### src/hw/rtl/spcq_pkg.sv
package spcq_pkg;

  // Fixed field widths
  localparam int NUM_CLASSES  = 8;
  localparam int CLASS_W      = 3;
  localparam int KIND_W       = 2;
  localparam int STATUS_W     = 2;
  localparam int PRIO_W       = 3;
  localparam int FIELD_W      = 16;
  localparam int OCC_W        = 7;
  localparam int BACKLOG_W    = 22;
  localparam int CFG_INDEX_W  = 4;

  // Request kinds
  localparam logic [KIND_W-1:0] KIND_ENQ     = 2'd0;
  localparam logic [KIND_W-1:0] KIND_DEQ_HI  = 2'd1;
  localparam logic [KIND_W-1:0] KIND_DEQ_CLS = 2'd2;

  // Result status codes
  localparam logic [STATUS_W-1:0] ST_ENQUEUED = 2'd0;
  localparam logic [STATUS_W-1:0] ST_DROPPED  = 2'd1;
  localparam logic [STATUS_W-1:0] ST_DEQUEUED = 2'd2;
  localparam logic [STATUS_W-1:0] ST_EMPTY    = 2'd3;

  // Outcome of the strict-priority pick
  typedef struct packed {
    logic               found;
    logic [CLASS_W-1:0] cls;
  } pick_t;

endpackage

### src/hw/rtl/spcq_prio_pick.sv
// Strict-priority pick over the non-empty classes; ties go to the lowest class.
module spcq_prio_pick (
  input  logic [spcq_pkg::NUM_CLASSES-1:0] nonempty,
  input  logic [spcq_pkg::PRIO_W-1:0]      prio [spcq_pkg::NUM_CLASSES],
  output spcq_pkg::pick_t                  pick
);

  always_comb begin
    logic [spcq_pkg::PRIO_W-1:0] best_prio;
    pick      = '0;
    best_prio = '0;
    for (int i = 0; i < spcq_pkg::NUM_CLASSES; i++) begin
      // strictly greater keeps the earlier (lower) class on a tie
      if (nonempty[i] && (!pick.found || prio[i] > best_prio)) begin
        pick.found = 1'b1;
        pick.cls   = spcq_pkg::CLASS_W'(i);
        best_prio  = prio[i];
      end
    end
  end

endmodule

### config.mk
export PLATFORM = sky130hd
export DESIGN_NAME = spcq_prio_pick
export DESIGN_NICKNAME = d
export VERILOG_FILES = /design/src/hw/rtl/spcq_pkg.sv /design/src/hw/rtl/spcq_prio_pick.sv
export SDC_FILE = /design/constraint.sdc
export NUM_CORES = 1
export LEC_CHECK = 0
export ABC_AREA = 1
export BUFFER_PORTS_ARGS = -buffer_cell sky130_fd_sc_hd__buf_2
export CAP_MARGIN = 20
export CELL_PAD_IN_SITES_DETAIL_PLACEMENT = 0
export CELL_PAD_IN_SITES_GLOBAL_PLACEMENT = 1
export CORE_UTILIZATION = 34
export DETAILED_ROUTE_END_ITERATION = 10
export PLACE_DENSITY = 0.82
export RECOVER_POWER = 25
export SLEW_MARGIN = 20
export SYNTH_ARGS = -nofsm -noshare
export SYNTH_HDL_FRONTEND = slang
export SYNTH_SLANG_ARGS = --single-unit
### constraint.sdc
create_clock -name vclk -period 9.15
set_input_delay 0.4575 -clock vclk [all_inputs]
set_output_delay 0.4575 -clock vclk [all_outputs]
set_load 0.02 [all_outputs]
# After elaboration in Yosys (flattened, before gate mapping)
# Cells that the tools add are included.
[op_classes] magnitude_cmp=7 n_mux=15 reduce_logical=21
[op_table] cell="$mux W4" n=8
[op_table] cell="$gt A3 B3 Y1" n=7
[op_table] cell="$mux W3" n=7
[op_table] cell="$logic_and A1 B1 Y1" n=7
[op_table] cell="$logic_not A1 Y1" n=7
[op_table] cell="$logic_or A1 B1 Y1" n=7
[word_totals] regBits=0 in_bits=32 output_inout_bits=4 elab_cells=43

# Longest topological paths before layout
# Gate-level depths: netlist (run 1).
[logic_depth] depth_word=29 depth_mapped=64 depth_no_buf=64

# Worst setup path after synthesis (run 1)
# Ideal clock, no wire load.
[synth_path] kind="input to output" from="in nonempty[0] (netlist name)" to="out pick[1] (netlist name)" arrival_ns=7.023 required_time_ns=8.693 setup_slack_ns=1.669 stages=61 path_buffers=0 path_cell_list="nand2_1 ha_1 a21oi_1 nand2_1 nand2_1 nand2_1 nand2_1 nand2_1 nand2_1 inv_1 ha_1 a21oi_1 o21ai_0 nand2_1 nand2_1 nand2_1 inv_1 nand2_1 (+25 left out) and2_1 ha_1 nand2_1 o21ai_0 nand2_1 o21ai_2 nand2_2 or2_0 nand2_1 ha_1 a21oi_1 o21ai_0 nand2_1 nand2_1 nand2_1 nand2_1 inv_1 nand2_1"
[synth_lines] element="from (decl)" line_no="spcq_prio_pick.sv:3" text="input logic [spcq_pkg::NUM_CLASSES-1:0] nonempty,"
[synth_lines] element="to (decl)" line_no="spcq_prio_pick.sv:5" text="output spcq_pkg::pick_t pick"

==> results of run 1 <==
==> per-layer routing <==
| layer | routed length (um) | vias to the layer above | track usage (%) |
|---|---|---|---|
| li1 | - | 626 | - |
| met1 | 957 | 480 | 17.0 |
| met2 | 1140 | 24 | 34.6 |
| met3 | 72 | 2 | 0.565 |
| met4 | 21 | 0 | 2.63 |
| met5 | 0 | - | 0 |
==> Yosys cell counts (all sizes together) <==
library cell and number:
nand3 28, and2 6, ha 21, nand2 61, a31oi 1, a21oi 7, or3 2, or2 5
inv 25, o21ai 10
==> critical path: cells and delay by family <==
kind                     cells  cell delay [ns]
adder cells (fa/ha/maj)      7             2.05
AND/OR/NAND/NOR             38             3.43
buffers and inverters        6             0.57
AO/OA/AOI/OAI               12             1.40
==> cell type report <==
class                      count  area, um2
fill                         304       1340
inverter                      25       93.8
tap                           30       37.5
timing repair buffer          39        203
multi-input combinational    141        826
==> power by group <==
group | leakage [nW] | switching (mW) | total [mW] | internal [mW]
Clock | 0 | 0 | 0 | 0
Sequential | 0 | 0 | 0 | 0
Combinational | 0.741 | 0.108 | 0.183 | 0.0754
==> how the worst min path moves through the flow <==
stage | start | end
2_1_floorplan | nonempty[7] | pick[3]
3_3_place_gp | nonempty[7] | pick[3]
3_5_place_dp | nonempty[7] | pick[3]
4_1_cts | nonempty[7] | pick[3]
5_1_grt | nonempty[7] | pick[3]
6_report | nonempty[7] | pick[3]
==> cells by family after synthesis <==
logic type | share of synthesized area (%)
compound gates | 10.4
fa+ha+maj | 28.7
buf+inv | 10.3
simple gates | 50.6
==> metrics by stage <==
step / cells / power, mW / setup WS, ns / area, um2 / hold WS (ns)
2_1_floorplan: 166 / 0.133 / 1.67 / 915 / 1.10
3_3_place_gp: 232 / 0.171 / 0.791 / 1130 / 1.23
3_5_place_dp: 232 / 0.177 / 0.575 / 1130 / 1.23
4_1_cts: 232 / 0.178 / 0.549 / 1130 / 1.23
5_1_grt: 235 / 0.211 / -0.00133 / 1160 / 1.25
6_report: 235 / 0.183 / 0.777 / 1160 / 1.23
==> what timing repair did <==
action | CTS | global route
gates resized for setup | 0 | 6
buffers inserted | 0 | 3
setup endpoints to repair | 0 | 3
==> metrics.txt, run 1 <==
status complete, no violations; Hold Crit Class in -> out; FF+latch area 0 um2; number of sequential cells 0; final setup violation count 0; Fin. Hold Viols 0; vias per inst 4.82; Final Cycle Share 91.5%; GP Congestion approximately 0.87; crit-path max FO 7; Seq/Total Area, Yosys 0%; mean area per synthesized cell 5.51 um2; worst slew pin tran 0.209 ns; post-route ant nets 0; Cells after Synth 166; post-DR wirelength/cell 9.34 um; final core occ 46.4%; ranking of synthesized cells by area ha_1, nand2_1, nand3_1; commonest non-fill, non-tap cells in the layout nand2_1, buf_2, nand3_1; drt pass-1 iters 4; Max Cap Viol 0; IO buf count 36; most frequent cell on the critical path nand2_1; Syn Nets 219; post-route DRC violation count 0; Worst Setup End Kind output pin; synth unique cells 17; initial antenna violation count 0; Hold Buf Count CTS 0; CP Capture Point pick[1]; Slew HR 86.1%; hold path depth 3; Pins Over Slew Limit 0; worst vdd ir approximately 99 uV; area delta synth->final 26.8%; Die X around 54 um; Worst Path Required around 8.7 ns; gr usage total 16.2%; mapped cell area 915 um2; min Tclk post-route 8.37 ns; Setup Total Neg Slack 0 ns; via count 1132; share of cells above drive strength 1 24.9%; grt ovf 0; WS Path Type in -> out; Initial Utilization 36.6%; final WL approximately 2200 um; Critical Path Max Stage Delay 0.32 ns; CP Launch Point nonempty[0]; CLK BUF 0; largest net degree at the start of global routing 8; number of global-route vias before repair 1014; global-route wire length before repair 3640 um; core area between 2000 and 2500 um2; Die Height 53.9 um; pwr dens 158 nW/um2; share of the synthesized area in the top cell type 28.7%; most common cell after layout, fill and taps aside nand2_1; ant diodes 0; fin nets 260; IO Pins 36; Rows 18; Worst Setup Start Kind input pin; initial DRC count 12; CP arrival 7.92 ns; die area 2900 um2; fmax 0.119 GHz; synth warn 0; Critical-path top delay cell ha_1; dpl hpwl 2050 um; largest area contributor in the netlist ha_1; Leakage 0.741 nW
(Power assumes the default switching activity.)
==> inputs of run 2 (changes only) <==
Settings changed: ABC_AREA 1 to 0, CORE_UTILIZATION 34 to 37, PLACE_DENSITY 0.82 to 0.81.
==> run 2 against run 1 <==
Effect of this change:
- worst setup slack worse by 0.67 ns
- final cell count is 1.3% lower
- clock-buffer cell count stayed put
- worst hold slack better by 0.014 ns
- die area is 0.54% higher
- wire length is 52% higher
- global-route usage is 1.9 points higher
- largest power group unchanged
- highest routed layer unchanged
==> metrics.txt, run 2 <==
FF+latch area 0 um2 (unchanged); share of cells above drive strength 1 59.4% (was 24.9%); fin nets 257 (was 260); final WL 3330 um (was 2190 um); Pwr Total 0.290 mW (was 0.183 mW); Initial Utilization 39.7% (was 36.6%); largest area contributor in the netlist ha_1 (unchanged); Critical-path top delay cell a211oi_4 (was ha_1); final setup violation count 0 (unchanged); Post-synth top cells ha_1, inv_1, nor2_1 (was nand2_1, nand3_1, inv_1); ranking of synthesized cells by area ha_1, inv_1, o21a_1 (was ha_1, nand2_1, nand3_1); vias per inst 5.49 (was 4.82); GP Congestion 0.862 (was 0.870); Cells after Synth 137 (was 166); WL met1 1480 um (was 957 um); Critical Path Max Stage Delay 0.38 ns (was 0.32 ns); post-route DRC violation count 0 (unchanged); Fin. Hold Viols 0 (unchanged); Top Layer Used met4 (unchanged); Hold Crit Class in -> out (unchanged); IO buf count 36 (unchanged); core area 2520 um2 (was 2500 um2); area delta synth->final 77.5% (was 26.8%); gr usage total 18.1% (was 16.2%); CP arrival 8.58 ns (was 7.92 ns); fmax 0.111 GHz (was 0.119 GHz); commonest non-fill, non-tap cells in the layout buf_2, buf_4, inv_1 (was nand2_1, buf_2, nand3_1); Leakage 0.814 nW (was 0.741 nW); worst vdd ir 129 uV (was 99.1 uV); WS Path Type in -> out (unchanged); Final Cycle Share 98.8% (was 91.5%); post-route ant nets 0 (unchanged); Die X 54.0 um (was 53.9 um); Worst Path Required 8.69 ns (about the same); largest net degree at the start of global routing 11 (was 8); RSZ-0062 raised after global routing true; number of sequential cells 0 (unchanged); initial antenna violation count 0 (unchanged); via count 1274 (was 1132); Die Height 54.0 um (was 53.9 um); Multi-input gate area 1250 um2 (was 826 um2); crit path buf inv count 4 (was 6); IO Pins 36 (unchanged); die area 2920 um2 (was 2900 um2); Hold WS 1.24 ns (was 1.23 ns); global-route wire length before repair 4020 um (was 3640 um); filler instances 202 (was 304); dpl hpwl 2280 um (was 2050 um); ant diodes 0 (unchanged); Worst Setup Start Kind input pin (unchanged); worst slew pin tran 0.416 ns (was 0.209 ns); status complete, no violations (unchanged); Met2 Routed Length 1720 um (was 1140 um); metal3 WL 99 um (was 72 um); number of global-route vias before repair 977 (was 1014); initial DRC count 13 (was 12); Setup Total Neg Slack 0 ns (unchanged); min Tclk post-route 9.04 ns (was 8.37 ns); drt pass-1 iters 4 (unchanged); pwr dens 163 nW/um2 (was 158 nW/um2); Slew HR 72.0% (was 86.1%); Hold Buf Count CTS 0 (unchanged); Worst path top cell family by delay compound AO/OA/AOI/OAI gates (was simple AND/OR/NAND/NOR gates); synth warn 0 (unchanged); Pins Over Slew Limit 0 (unchanged); top-count cell post-synth ha_1 (was nand2_1); Rows 18 (unchanged); crit-path max FO 8 (was 7); post-DR wirelength/cell 14.3 um (was 9.34 um); most common cell after layout, fill and taps aside buf_2 (was nand2_1); share of the synthesized area in the top cell type 26.3% (was 28.7%); Syn Nets 190 (was 219); mean area per synthesized cell 7.31 um2 (was 5.51 um2); synth unique cells 41 (was 17); grt ovf 0 (unchanged); Max Cap Viol 0 (unchanged); CLK BUF 0 (unchanged); Worst Setup End Kind output pin (unchanged); mapped cell area 1000 um2 (was 915 um2); Seq/Total Area, Yosys 0% (unchanged)
[run 2: changes by cell type after synthesis, sizes merged, moves of 5 or more]
cell   delta
nand2    -52
and2      -5
nor2     +13
inv       -7
nand3    -27
o21a      +8
[run 2: worst min-delay path, delay by kind of cell]
family	cells	cell delay [ns]
AND/OR/NAND/NOR	1	0.09
buffers and inverters	2	0.23
[run 2: power by group]
group / internal [mW] / switching, mW / total, mW
clock: 0 / 0 / 0
sequential: 0 / 0 / 0
combinational: 0.150 / 0.140 / 0.290
total: 0.150 / 0.140 / 0.290
[run 2: cell families (layout without fill, tap and decap cells)]
kind of cell / count (synthesis) / count (layout) / synth area share, %
multiplexers: 3 / 3 / 3.50
AND/OR/NAND/NOR: 40 / 40 / 21.3
buffers and inverters: 19 / 84 / 7.25
adder cells (fa/ha/maj): 21 / 21 / 26.2
AO/OA/AOI/OAI: 54 / 54 / 41.7
[run 2: timing repair]
item                                    in CTS  in global routing
pin swaps                                    1                 40
endpoints found under the setup margin       3                  3
setup buffers                                1                 20
resized for setup                            3                 65
[run 2: cell type report]
| cell class | count | area share [%] |
|---|---|---|
| timing repair buffer | 66 | 23.9 |
| tap | 30 | 2.11 |
| inverter | 18 | 3.80 |
| multi-input combinational | 118 | 70.1 |
[run 2: metal layers]
layer,vias to the layer above,global-route usage [%]
met3,3,0.847
li1,641,-
met1,604,23.6
met5,-,0
met4,0,0.855
met2,26,33.7
[run 2: final timing paths]
kind,startpoint,depth (start not counted),slack [ns],end
worst max-delay path,nonempty[0],46,0.11,pick[0]
worst min-delay path,nonempty[7],3,1.24,pick[3]
[run 2: stage by stage]
| step | instances | instance area [um2] | worst slack, ns | util, % |
|---|---|---|---|---|
| floorplan | 137 | 1000 | 0.0362 | - |
| global placement | 211 | 1280 | 0.0986 | 50.8 |
| detailed placement | 211 | 1280 | -0.131 | 50.8 |
| CTS | 212 | 1300 | 0.0664 | 51.4 |
| global route | 232 | 1780 | -0.216 | 70.4 |
| finish | 232 | 1780 | 0.111 | 70.4 |
==> inputs of run 3 (changes only) <==
Settings changed: BUFFER_PORTS_ARGS -buffer_cell sky130_fd_sc_hd__buf_2 to -buffer_cell sky130_fd_sc_hd__clkbuf_2, MAX_ROUTING_LAYER from default to met4.
==> run 3 against run 2 <==
Effect of this change:
- final cell count shrank 3.0%
- sequential cell count stayed put
- combinational power is 4% lower
- first-iteration DRC count shrank 7.7%
- worst setup slack gained 0.18 ns
- critical path depth shrank 1
- maximum frequency increased by 2.1%
- utilization down 2.0 points
- highest routed layer is now met3
==> metrics.txt, run 3 (same netlist as run 2, synthesis figures left out) <==
Hold Crit Class in -> out (unchanged); worst slew pin tran 0.444 ns (was 0.416 ns); ant diodes 0 (unchanged); post-route ant nets 0 (unchanged); drt pass-1 iters 4 (unchanged); Max Cap Viol 0 (unchanged); fmax 0.113 GHz (was 0.111 GHz); Initial Utilization 39.7% (unchanged); dpl hpwl 2260 um (was 2280 um); pwr dens 162 nW/um2 (was 163 nW/um2); initial antenna violation count 0 (unchanged); min Tclk post-route 8.86 ns (was 9.04 ns); post-route DRC violation count 0 (unchanged); area delta synth->final 72.5% (was 77.5%); RSZ-0062 raised after global routing true (unchanged); number of global-route vias before repair 1068 (was 977); GP Congestion 0.824 (was 0.862); initial DRC count 12 (was 13); Rows 18 (unchanged); crit-path max FO 8 (unchanged); via count 1226 (was 1274); Worst Setup Start Kind input pin (unchanged); Leakage 0.793 nW (was 0.814 nW); Pins Over Slew Limit 0 (unchanged); Fin. Hold Viols 0 (unchanged); Final Cycle Share 96.8% (was 98.8%); Critical-path top delay cell a211oi_4 (unchanged); Die X 54.0 um (unchanged); share of cells above drive strength 1 58.5% (was 59.4%); CP Capture Point pick[0] (unchanged); Setup Total Neg Slack 0 ns (unchanged); final setup violation count 0 (unchanged); number of sequential cells 0 (unchanged); IO buf count 36 (unchanged); Critical Path Max Stage Delay 0.39 ns (was 0.38 ns); gr usage total 19.6% (was 18.1%); grt ovf 0 (unchanged); most frequent cell on the critical path ha_1; Hold Buf Count CTS 0 (unchanged); most common cell after layout, fill and taps aside clkbuf_2 (was buf_2); CP Launch Point nonempty[0] (unchanged); Worst Path Required 8.69 ns (about the same); post-DR wirelength/cell 13.9 um (was 14.3 um); FF+latch area 0 um2 (unchanged); global-route wire length before repair 4270 um (was 4020 um); IO Pins 36 (unchanged); final WL 3130 um (was 3330 um); Worst Setup End Kind output pin (unchanged); Slew HR 70.2% (was 72.0%); CP arrival 8.40 ns (was 8.58 ns); core area 2520 um2 (unchanged); Die Height 54.0 um (unchanged); CLK BUF 0 (unchanged); status complete, no violations (unchanged); commonest non-fill, non-tap cells in the layout clkbuf_2, buf_4, inv_1 (was buf_2, buf_4, inv_1); dpl cell area 1270 um2 (was 1280 um2); fin nets 250 (was 257); die area 2920 um2 (unchanged); Final Cell Area 1730 um2 (was 1780 um2); vias per inst 5.45 (was 5.49); Pwr Total 0.279 mW (was 0.290 mW); worst vdd ir 119 uV (was 129 uV); largest net degree at the start of global routing 11 (unchanged); WS Path Type in -> out (unchanged)
run 3: cell types whose count changed in the layout (fill, tap and decap cells not counted), sizes merged:
cell,delta
buf,-40
clkbuf,+33
run 3: per-stage QoR:
| stage | hold WS [ns] | util [%] | worst slack [ns] | instances |
|---|---|---|---|---|
| floorplan | 1.11 | - | 0.0362 | 137 |
| global placement | 1.24 | 50.2 | -0.0298 | 209 |
| detailed placement | 1.24 | 50.2 | -0.184 | 209 |
| CTS | 1.25 | 51.3 | 0.00196 | 211 |
| global route | 1.29 | 68.5 | -0.133 | 225 |
| finish | 1.27 | 68.5 | 0.293 | 225 |
run 3: power breakdown:
part           switching (mW)  internal [mW]  leakage [nW]
sequential                  0              0             0
clock                       0              0             0
combinational           0.135          0.144         0.793
run 3: how the worst min path moves through the flow:
stage                            from      end  slack [ns]  depth (start not counted)
final                     nonempty[7]  pick[3]        1.27                          3
after global routing      nonempty[7]  pick[3]        1.29                          3
after CTS                 nonempty[7]  pick[3]        1.25                          3
after detailed placement  nonempty[7]  pick[3]        1.24                          3
after global placement    nonempty[7]  pick[3]        1.24                          3
after floorplan           nonempty[7]  pick[3]        1.11                          1
run 3: critical path, delay by kind of cell:
kind	cells	cell delay, ns
compound gates	22	3.76
simple gates	10	1.52
mux	1	0.21
fa+ha+maj	7	1.79
buf+inv	5	0.63
run 3: cell type report:
| class | instances | area (um2) |
|---|---|---|
| Inverter | 18 | 67.6 |
| Multi-Input combinational cell | 118 | 1240 |
| Timing Repair Buffer | 59 | 379 |
| Fill cell | 208 | 796 |
| Tap cell | 30 | 37.5 |
run 3: routing by layer:
metal / vias up / routed length [um] / global-route usage (%)
li1: 633 / - / -
met1: 575 / 1410 / 24.1
met2: 18 / 1670 / 37.7
met3: 0 / 50 / 0
met4: 0 / 0 / 0
met5: - / 0 / -
run 3: repair_timing:
action | 4_1_cts | 5_1_grt
gates resized for setup | 4 | 67
pin swaps | 3 | 37
endpoints found under the hold margin | 0 | 0
endpoints found under the setup margin | 3 | 3
buffers inserted | 2 | 14
